$ cat config.mk
export PLATFORM = sky130hd
export DESIGN_NAME = debounced_key_toggle_relay_driver_top_flat
export DESIGN_NICKNAME = d
export VERILOG_FILES = /design/src/hw/rtl/dktr_pkg.sv /design/src/hw/rtl/dktr_intf.sv /design/src/hw/rtl/debounced_key_toggle_relay_driver_top.sv /design/src/hw/rtl/dktr_front.sv /design/src/hw/rtl/dktr_fifo.sv /design/src/hw/rtl/dktr_back.sv /design/src/flat_wrapper.sv
export SDC_FILE = /design/constraint.sdc
export NUM_CORES = 1
export LEC_CHECK = 0
export BUFFER_PORTS_ARGS = -buffer_cell sky130_fd_sc_hd__buf_4
export CAP_MARGIN = 5
export CORE_ASPECT_RATIO = 1.2
export CORE_MARGIN = 4
export CORE_UTILIZATION = 29
export CTS_CLUSTER_DIAMETER = 40
export DETAILED_ROUTE_END_ITERATION = 16
export PLACE_DENSITY = 0.45
export SETUP_SLACK_MARGIN = 0.1
export SLEW_MARGIN = 40
export SYNTH_ARGS = -nofsm -noshare
export SYNTH_HDL_FRONTEND = slang
export SYNTH_HIERARCHICAL = 1
export SYNTH_SLANG_ARGS = --single-unit
$ cat constraint.sdc
create_clock -name clk_i -period 5.75 [get_ports clk_i]
set_clock_uncertainty 0.2 [all_clocks]
set_input_delay 0.8625 -clock clk_i [delete_from_list [all_inputs] [get_ports clk_i]]
set_output_delay 0.8625 -clock clk_i [all_outputs]
set_load 0.05 [all_outputs]
$ cat src/hw/rtl/dktr_pkg.sv
// shared constants and types for the debounced key toggle relay driver
`default_nettype none

package dktr_pkg;

  // fixed field widths of the channels
  localparam int unsigned KEY_W      = 10;
  localparam int unsigned BYTE_W     = 8;
  localparam int unsigned HOLD_W     = 8;
  localparam int unsigned WORD_OUT_W = 16;

  // reset value of the debounce period register
  localparam logic [HOLD_W-1:0] PERIOD_RST = HOLD_W'(1);

  // queue status seen by the front and back parts
  typedef struct packed {
    logic full;
    logic empty;
  } q_stat_t;

endpackage

`default_nettype wire

$ cat src/hw/rtl/dktr_intf.sv
// valid/ready channel interfaces for key beats and serial result beats
`default_nettype none

interface dktr_in_if import dktr_pkg::*; ();
  logic             valid;
  logic             ready;
  logic             load_valid;
  logic [BYTE_W-1:0] load_high;
  logic [BYTE_W-1:0] load_low;
  logic [KEY_W-1:0]  keys_first;
  logic [KEY_W-1:0]  keys_confirm;
  logic [KEY_W-1:0]  keys_final;

  modport source (
    output valid, load_valid, load_high, load_low, keys_first, keys_confirm, keys_final,
    input  ready
  );
  modport sink (
    input  valid, load_valid, load_high, load_low, keys_first, keys_confirm, keys_final,
    output ready
  );
endinterface

interface dktr_out_if import dktr_pkg::*; ();
  logic                  valid;
  logic                  ready;
  logic                  serial_bit;
  logic                  latch_last;
  logic [WORD_OUT_W-1:0] relay_word;

  modport source (
    output valid, serial_bit, latch_last, relay_word,
    input  ready
  );
  modport sink (
    input  valid, serial_bit, latch_last, relay_word,
    output ready
  );
endinterface

`default_nettype wire

$ cat src/hw/rtl/debounced_key_toggle_relay_driver_top.sv
// top level of the debounced key toggle relay driver
//
//  channel  dir  handshake      payload
//  key_i    in   valid/ready    load_valid, load_high, load_low, keys_first/confirm/final
//  bit_o    out  valid/ready    serial_bit, latch_last, relay_word
//  cfg      in   cfg_we_i       cfg_wdata_i = debounce_period
//
// A key beat is taken by the front part; its relay word waits in a two-entry
// queue. The back part sends RELAY_BITS result beats per key beat, one per cycle
// while bit_o.ready is high, so the serializer sets the sustained rate. Reset is
// asynchronous, active low: relay word 0, released set, period 1. A stall on bit_o
// fills the queue, then key_i.ready drops.
`default_nettype none

module debounced_key_toggle_relay_driver_top import dktr_pkg::*; #(
  parameter int unsigned KEY_COUNT  = 10,
  parameter int unsigned RELAY_BITS = 16
) (
  input  wire logic              clk_i,
  input  wire logic              rst_ni,
  input  wire logic              cfg_we_i,
  input  wire logic [HOLD_W-1:0] cfg_wdata_i,
  dktr_in_if.sink                key_i,
  dktr_out_if.source             bit_o
);

  logic                  push;
  logic [RELAY_BITS-1:0] push_word;
  logic                  pop;
  logic [RELAY_BITS-1:0] pop_word;
  q_stat_t               q_stat;

  // tick processing
  dktr_front #(
    .KEY_COUNT  (KEY_COUNT),
    .RELAY_BITS (RELAY_BITS)
  ) u_front (
    .clk_i       (clk_i),
    .rst_ni      (rst_ni),
    .cfg_we_i    (cfg_we_i),
    .cfg_wdata_i (cfg_wdata_i),
    .key_i       (key_i),
    .q_stat_i    (q_stat),
    .push_o      (push),
    .push_word_o (push_word)
  );

  // decoupling queue
  dktr_fifo #(
    .RELAY_BITS (RELAY_BITS)
  ) u_fifo (
    .clk_i       (clk_i),
    .rst_ni      (rst_ni),
    .push_i      (push),
    .push_word_i (push_word),
    .pop_i       (pop),
    .pop_word_o  (pop_word),
    .stat_o      (q_stat)
  );

  // serial output
  dktr_back #(
    .RELAY_BITS (RELAY_BITS)
  ) u_back (
    .clk_i    (clk_i),
    .rst_ni   (rst_ni),
    .q_stat_i (q_stat),
    .q_word_i (pop_word),
    .pop_o    (pop),
    .bit_o    (bit_o)
  );

endmodule

`default_nettype wire

$ cat src/hw/rtl/dktr_front.sv
// front part: relay load, key arming, debounce count and toggle per tick
`default_nettype none

module dktr_front import dktr_pkg::*; #(
  parameter int unsigned KEY_COUNT  = 10,
  parameter int unsigned RELAY_BITS = 16
) (
  input  wire logic                  clk_i,
  input  wire logic                  rst_ni,
  input  wire logic                  cfg_we_i,
  input  wire logic [HOLD_W-1:0]     cfg_wdata_i,
  dktr_in_if.sink                    key_i,
  input  wire q_stat_t               q_stat_i,
  output logic                       push_o,
  output logic [RELAY_BITS-1:0]      push_word_o
);

  logic [RELAY_BITS-1:0] relay_q, relay_d;
  logic                  armed_q, armed_d;
  logic                  released_q, released_d;
  logic [HOLD_W-1:0]     hold_q, hold_d;
  logic [HOLD_W-1:0]     period_q;
  logic [RELAY_BITS-1:0] first_w, confirm_w, final_w;
  logic                  take;

  // key n sits at sample bit KEY_COUNT-1-n and drives relay bit RELAY_BITS-1-n
  function automatic logic [RELAY_BITS-1:0] key_word(input logic [KEY_W-1:0] raw);
    logic [RELAY_BITS-1:0] w;
    w = '0;
    for (int n = 0; n < int'(KEY_COUNT); n++) begin
      if ((int'(KEY_COUNT) - 1 - n) < int'(KEY_W) && (int'(RELAY_BITS) - 1 - n) >= 0) begin
        w[int'(RELAY_BITS) - 1 - n] = raw[int'(KEY_COUNT) - 1 - n];
      end
    end
    return w;
  endfunction

  // two load bytes placed into the relay word, cut or widened to its size
  function automatic logic [RELAY_BITS-1:0] load_word(input logic [2*BYTE_W-1:0] v);
    logic [RELAY_BITS-1:0] w;
    w = '0;
    for (int i = 0; i < int'(RELAY_BITS); i++) begin
      if (i < int'(2*BYTE_W)) begin
        w[i] = v[i];
      end
    end
    return w;
  endfunction

  assign take        = key_i.valid && key_i.ready;
  assign key_i.ready = !q_stat_i.full;
  assign first_w     = key_word(key_i.keys_first);
  assign confirm_w   = key_word(key_i.keys_confirm);
  assign final_w     = key_word(key_i.keys_final);

  // next state for one tick
  always_comb begin
    relay_d    = relay_q;
    armed_d    = armed_q;
    released_d = released_q;
    hold_d     = hold_q;
    if (key_i.load_valid) begin
      relay_d = load_word({key_i.load_high, key_i.load_low});
    end
    if (first_w != '0) begin
      if (!armed_q && released_q) begin
        armed_d = 1'b1;
      end
    end else begin
      released_d = 1'b1;
    end
    if (armed_d && first_w == confirm_w) begin
      if (hold_q < period_q) begin
        hold_d = hold_q + HOLD_W'(1);
      end else begin
        relay_d    = relay_d ^ (first_w & final_w);
        armed_d    = 1'b0;
        released_d = 1'b0;
        hold_d     = '0;
      end
    end else begin
      armed_d = 1'b0;
    end
  end

  // state registers, updated on each accepted beat
  always_ff @(posedge clk_i or negedge rst_ni) begin
    if (!rst_ni) begin
      relay_q    <= '0;
      armed_q    <= 1'b0;
      released_q <= 1'b1;
      hold_q     <= '0;
    end else if (take) begin
      relay_q    <= relay_d;
      armed_q    <= armed_d;
      released_q <= released_d;
      hold_q     <= hold_d;
    end
  end

  // debounce period register
  always_ff @(posedge clk_i or negedge rst_ni) begin
    if (!rst_ni) begin
      period_q <= PERIOD_RST;
    end else if (cfg_we_i) begin
      period_q <= cfg_wdata_i;
    end
  end

  assign push_o      = take;
  assign push_word_o = relay_d;

endmodule

`default_nettype wire

$ cat src/hw/rtl/dktr_fifo.sv
// two-entry queue of relay words between front and back
`default_nettype none

module dktr_fifo import dktr_pkg::*; #(
  parameter int unsigned RELAY_BITS = 16
) (
  input  wire logic                  clk_i,
  input  wire logic                  rst_ni,
  input  wire logic                  push_i,
  input  wire logic [RELAY_BITS-1:0] push_word_i,
  input  wire logic                  pop_i,
  output logic [RELAY_BITS-1:0]      pop_word_o,
  output q_stat_t                    stat_o
);

  logic [RELAY_BITS-1:0] mem_q [2];
  logic                  wr_ptr_q, rd_ptr_q;
  logic [1:0]            cnt_q;

  // entry storage
  always_ff @(posedge clk_i) begin
    if (push_i) begin
      mem_q[wr_ptr_q] <= push_word_i;
    end
  end

  // pointers and fill count
  always_ff @(posedge clk_i or negedge rst_ni) begin
    if (!rst_ni) begin
      wr_ptr_q <= 1'b0;
      rd_ptr_q <= 1'b0;
      cnt_q    <= '0;
    end else begin
      if (push_i) begin
        wr_ptr_q <= !wr_ptr_q;
      end
      if (pop_i) begin
        rd_ptr_q <= !rd_ptr_q;
      end
      if (push_i && !pop_i) begin
        cnt_q <= cnt_q + 2'd1;
      end else if (pop_i && !push_i) begin
        cnt_q <= cnt_q - 2'd1;
      end
    end
  end

  assign pop_word_o   = mem_q[rd_ptr_q];
  assign stat_o.full  = (cnt_q == 2'd2);
  assign stat_o.empty = (cnt_q == 2'd0);

endmodule

`default_nettype wire

$ cat src/hw/rtl/dktr_back.sv
// back part: shifts each relay word out one bit per beat, lsb first
`default_nettype none

module dktr_back import dktr_pkg::*; #(
  parameter int unsigned RELAY_BITS = 16
) (
  input  wire logic                  clk_i,
  input  wire logic                  rst_ni,
  input  wire q_stat_t               q_stat_i,
  input  wire logic [RELAY_BITS-1:0] q_word_i,
  output logic                       pop_o,
  dktr_out_if.source                 bit_o
);

  localparam int unsigned CNT_W = $clog2(RELAY_BITS);
  localparam logic [CNT_W-1:0] LAST_IDX = CNT_W'(RELAY_BITS - 1);

  logic                  busy_q;
  logic [CNT_W-1:0]      cnt_q;
  logic [RELAY_BITS-1:0] word_q;
  logic                  fire;
  logic                  at_last;

  // relay word shown on every beat, cut or widened to the port width
  function automatic logic [WORD_OUT_W-1:0] out_word(input logic [RELAY_BITS-1:0] v);
    logic [WORD_OUT_W-1:0] w;
    w = '0;
    for (int i = 0; i < int'(WORD_OUT_W); i++) begin
      if (i < int'(RELAY_BITS)) begin
        w[i] = v[i];
      end
    end
    return w;
  endfunction

  assign fire    = bit_o.valid && bit_o.ready;
  assign at_last = (cnt_q == LAST_IDX);
  assign pop_o   = !q_stat_i.empty && (!busy_q || (fire && at_last));

  // bit counter and word register
  always_ff @(posedge clk_i or negedge rst_ni) begin
    if (!rst_ni) begin
      busy_q <= 1'b0;
      cnt_q  <= '0;
    end else if (pop_o) begin
      busy_q <= 1'b1;
      cnt_q  <= '0;
    end else if (fire) begin
      if (at_last) begin
        busy_q <= 1'b0;
      end else begin
        cnt_q <= cnt_q + CNT_W'(1);
      end
    end
  end

  always_ff @(posedge clk_i) begin
    if (pop_o) begin
      word_q <= q_word_i;
    end
  end

  // result beat drawn from the registers
  assign bit_o.valid      = busy_q;
  assign bit_o.serial_bit = word_q[cnt_q];
  assign bit_o.latch_last = at_last;
  assign bit_o.relay_word = out_word(word_q);

endmodule

`default_nettype wire
$ cat src/flat_wrapper.sv
// flat-port wrapper written by rule: the top's interface ports become plain ports
module debounced_key_toggle_relay_driver_top_flat import dktr_pkg::*;
#(
  parameter int unsigned KEY_COUNT  = 10,
  parameter int unsigned RELAY_BITS = 16
)
  (clk_i, rst_ni, cfg_we_i, cfg_wdata_i, key_i_valid, key_i_load_valid, key_i_load_high, key_i_load_low, key_i_keys_first, key_i_keys_confirm, key_i_keys_final, key_i_ready, bit_o_valid, bit_o_serial_bit, bit_o_latch_last, bit_o_relay_word, bit_o_ready);
  dktr_in_if key_i_i ();
  dktr_out_if bit_o_i ();
  input  wire logic clk_i;
  input  wire logic rst_ni;
  input  wire logic cfg_we_i;
  input  wire logic [HOLD_W-1:0] cfg_wdata_i;
  input wire logic [$bits(key_i_i.valid)-1:0] key_i_valid;
  input wire logic [$bits(key_i_i.load_valid)-1:0] key_i_load_valid;
  input wire logic [$bits(key_i_i.load_high)-1:0] key_i_load_high;
  input wire logic [$bits(key_i_i.load_low)-1:0] key_i_load_low;
  input wire logic [$bits(key_i_i.keys_first)-1:0] key_i_keys_first;
  input wire logic [$bits(key_i_i.keys_confirm)-1:0] key_i_keys_confirm;
  input wire logic [$bits(key_i_i.keys_final)-1:0] key_i_keys_final;
  output wire logic [$bits(key_i_i.ready)-1:0] key_i_ready;
  output wire logic [$bits(bit_o_i.valid)-1:0] bit_o_valid;
  output wire logic [$bits(bit_o_i.serial_bit)-1:0] bit_o_serial_bit;
  output wire logic [$bits(bit_o_i.latch_last)-1:0] bit_o_latch_last;
  output wire logic [$bits(bit_o_i.relay_word)-1:0] bit_o_relay_word;
  input wire logic [$bits(bit_o_i.ready)-1:0] bit_o_ready;
  assign key_i_i.valid = key_i_valid;
  assign key_i_i.load_valid = key_i_load_valid;
  assign key_i_i.load_high = key_i_load_high;
  assign key_i_i.load_low = key_i_load_low;
  assign key_i_i.keys_first = key_i_keys_first;
  assign key_i_i.keys_confirm = key_i_keys_confirm;
  assign key_i_i.keys_final = key_i_keys_final;
  assign key_i_ready = key_i_i.ready;
  assign bit_o_valid = bit_o_i.valid;
  assign bit_o_serial_bit = bit_o_i.serial_bit;
  assign bit_o_latch_last = bit_o_i.latch_last;
  assign bit_o_relay_word = bit_o_i.relay_word;
  assign bit_o_i.ready = bit_o_ready;
  debounced_key_toggle_relay_driver_top #(.KEY_COUNT(KEY_COUNT), .RELAY_BITS(RELAY_BITS)) u_core (.clk_i(clk_i), .rst_ni(rst_ni), .cfg_we_i(cfg_we_i), .cfg_wdata_i(cfg_wdata_i), .key_i(key_i_i), .bit_o(bit_o_i));
endmodule
==> impl_results.md, run 1 <==
- CP cell instances: buf_4 > xor2_1 > nor4_1 > nand3_2 > nor4_1 > mux2_2 > a21oi_1
- Comb power frac: 26.8%
- Storage element area: 2520 um^2
- Pwr dens: 379 nW/um^2
- Clk pin slew, worst setup/hold paths: 0.06 ns
- Setup_tns: 0 ns
- Placed cells: 681
- Clk pwr share: 28.2%
- Commonest cells after routing, fill and taps aside: buf_4, nand2_1, edfxtp_1, dfrtp_1, xnor2_1
- Sw power: 681 uW
- Postcts setup bufs: 0
- Sink Count: 91
- Post-synth top area cell: edfxtp_1
- Number of port buffers: 79
- Layout cell share with drive strength beyond 1: 29.3%
- Routed vias: 3297
- Antenna violations before repair: 0
- Flop pwr share: 44.9%
- Setup crit start kind: input port
- Slowest CP cell: nor4_1
- Crit share post-route: 54.7%
- Crit path arrival time: 3.21 ns
- WL final: 10500 um
- Share of the yosys chip area belonging to registers: 52.3%
- Buf/Inv on CP: 1
- Outcome: complete, no violations
- DIE WIDTH: 126 um
- DR vias/cell: 4.73
- Gp weighted congestion: 0.740
- Critical path required time: 5.82 ns
- I/O Pins: 80
- Critical Path Fanout Max: 13
- Vias in the first global route: 3337
- Area of the multi-input gates: 2120 um^2
- Largest net degree at the start of global routing: 44
- Post-CTS sizing: 0
- Unrepaired setup endpoints after global routing: no
- Area after DPL: 5570 um^2
- Core area: 16300 um^2
- GRT overflow: 0
- Initial Util: 29.6%
- CP most frequent cell: nor4_1
- Crit path max-delay family: simple AND/OR/NAND/NOR gates
- P&R area growth vs syn: 22.4%
- DRC viols: 0
- Finish-stage setup viols: 0
- Number of distinct library cells after synthesis: 49
- Synthesized instance count: 407
- CTS HTree Levels: 3
- Max Freq: 0.318 GHz
- TritonCTS Buffers: 9
- Pleak: 0.00233 uW
- Die Y-Extent: 149 um
- Post-DR wirelength/cell: 15.0 um
- DRT iter0 DRCs: 115
- Syn_area_per_cell: 11.8 um^2
- Most common cell after layout, fill and taps aside: buf_4
- #FFs+latches synth: 91
- Root buffer cell: clkbuf_16
- Min Tclk post-route: 3.15 ns
- Final Max Tran Viols: 0
- Worst-Skew Late Latency: 0.34 ns
- Die area: 18700 um^2
- Synth top area share: 29.9%
- Syn_nets: 477
- Tightest Pin Transition: 0.817 ns
- Internal power consumption: 1560 uW
- Final worst slack: 2.60 ns
- Max VDD drop: 149 uV
- Fillers: 1648
- Number of max-cap violations: 0
- Core Rows: 51
- Critical path class: input port to register
- Dpl ws: 2.22 ns
- Critical Path Max Stage Delay: 0.73 ns
- Fin cells: 697
- # diodes: 0
- HP Class: register to register
- Worst setup EP type: register
- Final net count: 550
- Initial DRT Pass Iterations: 4
- Final instance area: 5900 um^2
- Dominant cells by area after synthesis: edfxtp_1, dfrtp_1, nand2_1
- GR Util All Layers: 11.4%
- Hold Buf Count CTS: 0
- Synthesized cell area: 4820 um^2
- Final hold violation count: 0
- First-pass GRT wire length: 17300 um
- Relative slew slack: 45.5%
- Pwr Total: 2240 uW
- CTS tree: built
- Remaining antenna violation count: 0
- Final HPWL DP: 7690 um
- Synth warnings: 6
- Switching Share: 30.4%
- CTS max path bufs: 2
-- power groups by stage --
stage          Clock, uW  Sequential, uW  Combinational, uW
6_report             632            1010                600
5_1_grt              680            1030                664
4_1_cts              653            1010                611
3_5_place_dp           0            1020                608
3_3_place_gp           0            1010                598
2_1_floorplan          0             972                498
-- cell families (layout without fill, tap and decap cells) --
logic type / count (synthesis) / after routing / synth area share [%]
simple gates: 133 / 133 / 15.7
flops: 91 / 91 / 52.3
compound gates: 63 / 63 / 8.49
mux: 41 / 41 / 10.4
xor+xnor: 35 / 35 / 6.36
buf+inv: 34 / 112 / 4.16
fa+ha+maj: 10 / 10 / 2.60
-- worst min-delay path: cells and delay by family (launching register included) --
kind | cells | cell delay, ns
and+or+nand+nor | 2 | 0.11
DFF | 1 | 0.34
-- cell type report --
cell class	instances	share of cell area, %
well taps	212	4.50
flip-flops and latches	91	42.7
repair buffers	82	10.4
inverters	14	0.891
clock buffers	11	4.12
clock inverters	5	1.29
multi-input cells	282	36.0
-- worst paths after layout --
path                                                       startpoint                                      to  slack (ns)  cells after the start
worst min register to register  u_core/u_front/relay_q[3]$_DFFE_PN0P_   u_core/u_front/relay_q[3]$_DFFE_PN0P_        0.28                      2
worst max-delay path                              key_i_keys_first[6]  u_core/u_front/relay_q[14]$_DFFE_PN0P_        2.60                      7
worst max register to register  u_core/u_front/released_q$_DFFE_PN1P_  u_core/u_front/relay_q[14]$_DFFE_PN0P_        2.91                      6
max in group asynchronous                                      rst_ni      u_core/u_fifo/rd_ptr_q$_DFFE_PN0P_        4.57                      1
min in group asynchronous                                      rst_ni   u_core/u_back/bit_o.valid$_DFFE_PN0P_        0.34                      1
worst min-delay path            u_core/u_front/relay_q[3]$_DFFE_PN0P_   u_core/u_front/relay_q[3]$_DFFE_PN0P_        0.28                      2
-- state kept, by name (all words and copies together) (netlist names) --
signal / count
u_core/u_back/bit_o.relay_word: 16
u_core/u_front/armed_q: 1
u_core/u_fifo/cnt_q: 2
u_core/u_front/hold_q: 8
u_core/u_back/bit_o.valid: 1
u_core/u_fifo/wr_ptr_q: 1
u_core/u_fifo/mem_q: 32
u_core/u_front/released_q: 1
u_core/u_front/relay_q: 16
u_core/u_fifo/rd_ptr_q: 1
u_core/u_back/cnt_q: 4
u_core/u_front/period_q: 8
-- Yosys cell counts, drive strengths merged --
| cell | count |
|---|---|
| dfrtp | 41 |
| o22a | 1 |
| buf | 10 |
| a22o | 2 |
| mux4 | 2 |
| xor2 | 14 |
| a31oi | 1 |
| xnor2 | 21 |
| inv | 14 |
| or2 | 1 |
| nand3 | 9 |
| nor2b | 11 |
| nand2 | 60 |
| a21oi | 15 |
| o41ai | 1 |
| o21a | 1 |
| clkbuf | 10 |
| a32o | 1 |
| o21ai | 17 |
| nand3b | 2 |
| and3 | 4 |
| dfstp | 2 |
| nor3 | 11 |
| edfxtp | 48 |
| o31ai | 7 |
| nand2b | 2 |
| a21o | 1 |
| a211o | 1 |
| mux2 | 24 |
| ha | 10 |
| a21boi | 1 |
| and2 | 3 |
| o2bb2ai | 1 |
| o41a | 1 |
| nand4 | 3 |
| nor2 | 12 |
| nor4 | 15 |
| mux2i | 15 |
| o211ai | 10 |
| o22ai | 2 |
-- routing by layer --
metal | up-vias | global-route usage, % | wire [um]
met5 | - | 0 | 0
met4 | 0 | 4.61 | 146
met3 | 10 | 2.29 | 484
met2 | 72 | 18.5 | 5040
met1 | 1601 | 14.9 | 4800
li1 | 1614 | - | -
-- through the flow --
step,hold slack (ns),utilization (%)
after floorplan,0.242,-
after global placement,0.254,34.1
after detailed placement,0.263,34.2
after CTS,0.278,36.2
after global routing,0.307,36.2
final,0.277,36.2
(Power assumes the default switching activity.)
==> run 2, diff against run 1 <==
==> constraint.sdc (replaced) <==
create_clock -name clk_i -period 2.95 [get_ports clk_i]
set_clock_uncertainty 0.2 [all_clocks]
set_input_delay 0.4425 -clock clk_i [delete_from_list [all_inputs] [get_ports clk_i]]
set_output_delay 0.4425 -clock clk_i [all_outputs]
set_load 0.05 [all_outputs]
==> run 2 against run 1 <==
Against the previous run:
- first-iteration DRC count is 17% higher
- largest cell class unchanged
- combinational power grew 98%
- cell area is 0.83% higher
- sequential power increased by 94%
- worst hold slack got worse by 0.16 ns
- setup slack got worse by 2.3 ns
- die area stayed put
- critical path depth decreased by 3
- clock-buffer cell count unchanged
- sequential share of layout area fell by 0.35 points
- register-to-register slack worse by 2.6 ns
==> impl_results.md, run 2 (synthesized netlist as in run 1, its figures left out) <==
- Outcome: complete, no violations
- # diodes: 0 (unchanged)
- DRT iter0 DRCs: 135 (+17%)
- DRC viols: 0 (unchanged)
- Most common cell after layout, fill and taps aside: buf_4
- Die Y-Extent: 149 um (unchanged)
- Vias in the first global route: 3456 (+3.6%)
- Crit share post-route: 89.9%
- CP cell instances: mux4_2 > o211ai_2 > o22ai_1 > buf_4
- Critical path class: register to output pin
- Worst-Skew Late Latency: 0.34 ns (about the same)
- Setup_tns: 0 ns (unchanged)
- Worst setup EP type: output pin
- HP Class: input port to register
- Crit path max-delay family: flip-flops
- Final hold violation count: 0 (unchanged)
- Pleak: 0.00237 uW (+1.4%)
- Clk pwr share: 27.9% (-0.3 points)
- Fin cells: 706 (+1.3%)
- Gp weighted congestion: 0.762 (+3.0%)
- Worst Hold End: u_core/u_front/period_q[1]$_DFFE_PN0P_
- Sink Count: 91 (unchanged)
- DIE WIDTH: 126 um (unchanged)
- Tightest Pin Transition: 0.770 ns (-0.0471 ns)
- WL final: 10900 um (+3.7%)
- Clk pin slew, worst setup/hold paths: 0.06 ns (about the same)
- Final Max Tran Viols: 0 (unchanged)
- DR vias/cell: 4.63 (-2.2%)
- Initial Util: 29.6% (unchanged)
- Commonest cells after routing, fill and taps aside: buf_4, nand2_1, edfxtp_1, dfrtp_1, xnor2_1
- Die area: 18700 um^2 (unchanged)
- Final net count: 559 (+1.6%)
- Postcts setup bufs: 0 (unchanged)
- Relative slew slack: 48.0% (+2.5 points)
- Remaining antenna violation count: 0 (unchanged)
- Min Tclk post-route: 2.65 ns
- Max VDD drop: 325 uV (+120%)
- GR Util All Layers: 12.1% (+0.67 points)
- Root buffer cell: clkbuf_16
- Layout cell share with drive strength beyond 1: 30.2% (+0.88 points)
- Finish-stage setup viols: 0 (unchanged)
- Unrepaired setup endpoints after global routing: no
- Largest net degree at the start of global routing: 44 (unchanged)
- Pwr dens: 733 nW/um^2 (+93%)
- Max Freq: 0.377 GHz
- P&R area growth vs syn: 23.5%
- I/O Pins: 80 (unchanged)
- Core Rows: 51 (unchanged)
- Placed cells: 689 (+1.2%)
- Routed vias: 3266 (-0.94%)
- Antenna violations before repair: 0 (unchanged)
- Core area: 16300 um^2 (unchanged)
- Buf/Inv on CP: 1 (unchanged)
- Critical path required time: 2.31 ns (-3.51 ns)
- Sw power: 1340 uW (+96%)
- Post-DR wirelength/cell: 15.4 um (+2.4%)
- Number of port buffers: 79 (unchanged)
- Reg-to-Reg Start: u_core/u_front/hold_q[2]$_DFFE_PN0P_
- Setup crit start kind: register
- CTS HTree Levels: 3 (unchanged)
- Worst-case reg-to-reg path depth: 9 (+3)
- Switching Share: 30.6% (+0.20 points)
- Critical Path Max Stage Delay: 0.62 ns (-0.11 ns)
- Crit path arrival time: 2.01 ns (-1.20 ns)
- TritonCTS Buffers: 9 (unchanged)
- HP Start: cfg_wdata_i[1]
- Largest register FFs: 32 (unchanged)
- Flop2flop setup slack: 0.30 ns (-2.61 ns)
- Flop pwr share: 44.9% (about the same)
- Final HPWL DP: 7990 um (+3.9%)
- Biggest register: u_core/u_fifo/mem_q
- Comb power frac: 27.2% (+0.4 points)
- Internal power consumption: 3020 uW (+94%)
- Slowest CP cell: dfrtp_1
- CTS max path bufs: 2 (unchanged)
- Number of max-cap violations: 0 (unchanged)
- CTS tree: built
- Worst R2R End: u_core/u_front/relay_q[15]$_DFFE_PN0P_
- Initial DRT Pass Iterations: 4 (unchanged)
- Final design utilization: 36.5% (+0.30 points)
- Critical Path Fanout Max: 10 (-3)
- First-pass GRT wire length: 18000 um (+4.1%)
- GRT overflow: 0 (unchanged)
- WHS Path Cells: 3 (+1)
## run 2: cell count changes in the layout (fill, tap and decap cells not counted), sizes merged
cell,change
clkinvlp,-1
buf,+8
clkinv,+1
dlygate4sd3,+1
## run 2: tightest hold or removal path: cells and delay by family
| kind | cells | cell delay [ns] |
|---|---|---|
| AO/OA/AOI/OAI | 1 | 0.06 |
| buffers and inverters | 1 | 0.08 |
| AND/OR/NAND/NOR | 1 | 0.04 |
## run 2: layer usage
| layer | vias up | wire length (um) | GRT usage [%] |
|---|---|---|---|
| met5 | - | 0 | 0 |
| met2 | 68 | 5390 | 20.5 |
| met1 | 1561 | 4920 | 15.3 |
| met3 | 7 | 446 | 2.44 |
| met4 | 0 | 112 | 4.18 |
| li1 | 1630 | - | - |
## run 2: how the worst max path moves through the flow
stage / to / depth (start not counted) / slack, ns / startpoint
finish: bit_o_serial_bit / 4 / 0.30 / u_core/u_back/cnt_q[1]$_DFFE_PN0P_
detailed placement: u_core/u_front/relay_q[14]$_DFFE_PN0P_ / 7 / 0.24 / key_i_keys_first[2]
CTS: bit_o_serial_bit / 4 / 0.26 / u_core/u_back/cnt_q[1]$_DFFE_PN0P_
floorplan: u_core/u_fifo/mem_q[0][0]$_DFFE_PP_ / 6 / 0.20 / u_core/u_fifo/cnt_q[1]$_DFFE_PN0P_
global placement: u_core/u_front/hold_q[7]$_DFFE_PN0P_ / 8 / 0.32 / key_i_keys_first[2]
global route: bit_o_serial_bit / 4 / 0.17 / u_core/u_back/cnt_q[1]$_DFFE_PN0P_
## run 2: what timing repair did
item	in CTS	in global routing
endpoints found under the hold margin	41	0
resized for setup	0	1
hold buffers	1	0
setup endpoints to repair	0	1
## run 2: final cells by class
class | count | area, um^2
fill | 1590 | 10300
timing repair buffer | 91 | 686
multi-input combinational | 282 | 2110
tap | 212 | 265
inverter | 14 | 52.6
clock inverter | 5 | 77.6
sequential | 91 | 2520
clock buffer | 11 | 233
## run 2: through the flow
stage / setup slack [ns] / hold WS (ns) / power, uW / cell area, um^2
floorplan: 0.202 / -0.0531 / 2870 / 4820
global placement: 0.325 / 0.255 / 3160 / 5620
detailed placement: 0.242 / 0.262 / 3190 / 5620
CTS: 0.258 / 0.0973 / 4430 / 5940
global route: 0.175 / 0.108 / 4640 / 5950
finish: 0.299 / 0.117 / 4360 / 5950
## run 2: power by group through the flow
stage	Clock (uW)	Sequential, uW	Combinational [uW]
6_report	1220	1960	1190
4_1_cts	1260	1960	1210
2_1_floorplan	0	1890	975
3_3_place_gp	0	1970	1190
3_5_place_dp	0	1990	1200
5_1_grt	1320	2010	1320
==> run 3, diff against run 2 <==
--- a/config.mk
+++ b/config.mk
@@ -7,7 +7,6 @@
 export LEC_CHECK = 0
 export BUFFER_PORTS_ARGS = -buffer_cell sky130_fd_sc_hd__buf_4
 export CAP_MARGIN = 5
-export CORE_ASPECT_RATIO = 1.2
 export CORE_MARGIN = 4
 export CORE_UTILIZATION = 29
 export CTS_CLUSTER_DIAMETER = 40
==> run 3 against run 2 <==
Against the previous run:
- first-iteration DRC count increased by 21%
- global-route usage down 0.18 points
- setup slack better by 0.011 ns
- cell count increased by 0.57%
- critical path type unchanged
- critical endpoint unchanged
- highest routed layer unchanged
==> impl_results.md, run 3 (synthesized netlist as in run 1, its figures left out) <==
- GR Util All Layers: 11.9% (-0.18 points)
- Tightest Pin Transition: 0.639 ns (-0.131 ns)
- Final design utilization: 37.2% (+0.66 points)
- Fin cells: 710 (+0.57%)
- Layout cell share with drive strength beyond 1: 30.2% (unchanged)
- Setup_tns: 0 ns (unchanged)
- Commonest cells after routing, fill and taps aside: buf_4, nand2_1, edfxtp_1, dfrtp_1, xnor2_1
- DIE WIDTH: 137 um (+8.9%)
- Number of port buffers: 79 (unchanged)
- Die Y-Extent: 137 um (-8.2%)
- Number of max-cap violations: 0 (unchanged)
- Largest net degree at the start of global routing: 44 (unchanged)
- Post-DR wirelength/cell: 15.1 um (-1.9%)
- Buf/Inv on CP: 1 (unchanged)
- P&R area growth vs syn: 24.0%
- Switching Share: 30.8% (+0.12 points)
- Antenna violations before repair: 0 (unchanged)
- CTS max path bufs: 2 (unchanged)
- Initial Util: 30.0% (+0.39 points)
- Crit path arrival time: 2.00 ns (about the same)
- Critical Path Fanout Max: 10 (unchanged)
- Finish-stage setup viols: 0 (unchanged)
- Initial DRT Pass Iterations: 4 (unchanged)
- Die area: 18700 um^2 (about the same)
- Area after DPL: 5640 um^2 (+0.31%)
- TritonCTS Buffers: 9 (unchanged)
- # diodes: 0 (unchanged)
- Setup crit start kind: register
- Min Tclk post-route: 2.64 ns (-0.0110 ns)
- Slowest CP cell: dfrtp_1
- Worst setup EP type: output pin
- Clk pwr share: 28.0% (about the same)
- Sw power: 1350 uW (+1.1%)
- Flop pwr share: 44.5% (-0.4 points)
- Largest register FFs: 32 (unchanged)
- Critical Path Max Stage Delay: 0.62 ns (about the same)
- Max VDD drop: 360 uV (+11%)
- I/O Pins: 80 (unchanged)
- Area of the multi-input gates: 2110 um^2 (about the same)
- Pwr dens: 735 nW/um^2 (+0.28%)
- Postcts setup bufs: 0 (unchanged)
- Biggest register: u_core/u_fifo/mem_q
- Worst-Skew Late Latency: 0.34 ns (about the same)
- WL final: 10700 um (-1.3%)
- Unrepaired setup endpoints after global routing: no
- First-pass GRT wire length: 17300 um (-4.0%)
- Final hold violation count: 0 (unchanged)
- Internal power consumption: 3040 uW (+0.57%)
- Storage element area: 2520 um^2 (unchanged)
- Core area: 16100 um^2 (-1.3%)
- GRT overflow: 0 (unchanged)
- Vias in the first global route: 3366 (-2.6%)
- Remaining antenna violation count: 0 (unchanged)
- Root buffer cell: clkbuf_16
- DRC viols: 0 (unchanged)
- Critical path required time: 2.31 ns (about the same)
- Most common cell after layout, fill and taps aside: buf_4
- Pleak: 0.00238 uW (+0.75%)
- Clk pin slew, worst setup/hold paths: 0.07 ns (about the same)
- DR vias/cell: 4.70 (+1.5%)
- Final instance area: 5970 um^2 (+0.46%)
- Gp weighted congestion: 0.773 (+1.4%)
- CTS HTree Levels: 3 (unchanged)
- Relative slew slack: 57.4% (+9.4 points)
- Outcome: complete, no violations
- HP Class: input port to register
- Fillers: 1563 (-1.7%)
- Final Max Tran Viols: 0 (unchanged)
- Routed vias: 3334 (+2.1%)
- Final net count: 559 (unchanged)
- Core Rows: 46 (-9.8%)
- CP cell instances: mux4_2 > o211ai_2 > o22ai_1 > buf_4
- CTS tree: built
- Critical path class: register to output pin
- Comb power frac: 27.4% (+0.2 points)
- DRT iter0 DRCs: 164 (+21%)
- Sink Count: 91 (unchanged)
- Final HPWL DP: 7730 um (-3.3%)
- Crit path max-delay family: flip-flops
- Crit share post-route: 89.5% (-0.37 points)
- Placed cells: 693 (+0.58%)
- Max Freq: 0.379 GHz (+0.42%)
## run 3: metal layers
metal	vias to the layer above	track usage, %	share of wire [%]
met1	1590	15.9	47
li1	1632	-	-
met5	-	0	0
met4	0	4.38	1.8
met3	17	2.83	5.9
met2	95	18.8	45
## run 3: power by group through the flow
stage | Clock, uW | Combinational (uW) | Sequential, uW
4_1_cts | 1270 | 1220 | 1960
6_report | 1230 | 1210 | 1960
2_1_floorplan | 0 | 975 | 1890
3_5_place_dp | 0 | 1210 | 1980
3_3_place_gp | 0 | 1180 | 1970
5_1_grt | 1330 | 1330 | 2000
## run 3: worst paths after layout
| kind | startpoint | to | slack [ns] | cells after the start |
|---|---|---|---|---|
| min | cfg_wdata_i[1] | u_core/u_front/period_q[1]$_DFFE_PN0P_ | 0.11 | 3 |
| min reg2reg | u_core/u_front/relay_q[4]$_DFFE_PN0P_ | u_core/u_front/relay_q[4]$_DFFE_PN0P_ | 0.28 | 2 |
| max in group asynchronous | rst_ni | u_core/u_fifo/rd_ptr_q$_DFFE_PN0P_ | 1.61 | 2 |
| max reg2reg | u_core/u_front/hold_q[2]$_DFFE_PN0P_ | u_core/u_front/relay_q[14]$_DFFE_PN0P_ | 0.36 | 9 |
| min in group asynchronous | rst_ni | u_core/u_back/cnt_q[3]$_DFFE_PN0P_ | 0.46 | 2 |
| max | u_core/u_back/cnt_q[1]$_DFFE_PN0P_ | bit_o_serial_bit | 0.31 | 4 |
## run 3: final cells by class
cell class              count  area share, %
clock buffers              15           4.84
clock inverters             1          0.503
inverters                  14          0.880
multi-input cells         282           35.4
flip-flops and latches     91           42.2
well taps                 216           4.52
repair buffers             91           11.7
## run 3: per-stage QoR
step,hold slack (ns),total power (uW),setup WS (ns)
6_report,0.113,4390,0.310
5_1_grt,0.110,4660,0.215
4_1_cts,0.0959,4450,0.272
3_5_place_dp,0.263,3200,0.355
3_3_place_gp,0.254,3150,0.388
2_1_floorplan,-0.0531,2870,0.202
## run 3: what timing repair did
item / in CTS / in global routing
resized for setup: 0 / 0
endpoints found under the hold margin: 41 / 0
hold buffers: 1 / 0
## run 3: tightest hold or removal path, stage by stage
cell and delay (ns):
buf_4 0.07, nand2_1 0.04, o21ai_0 0.06
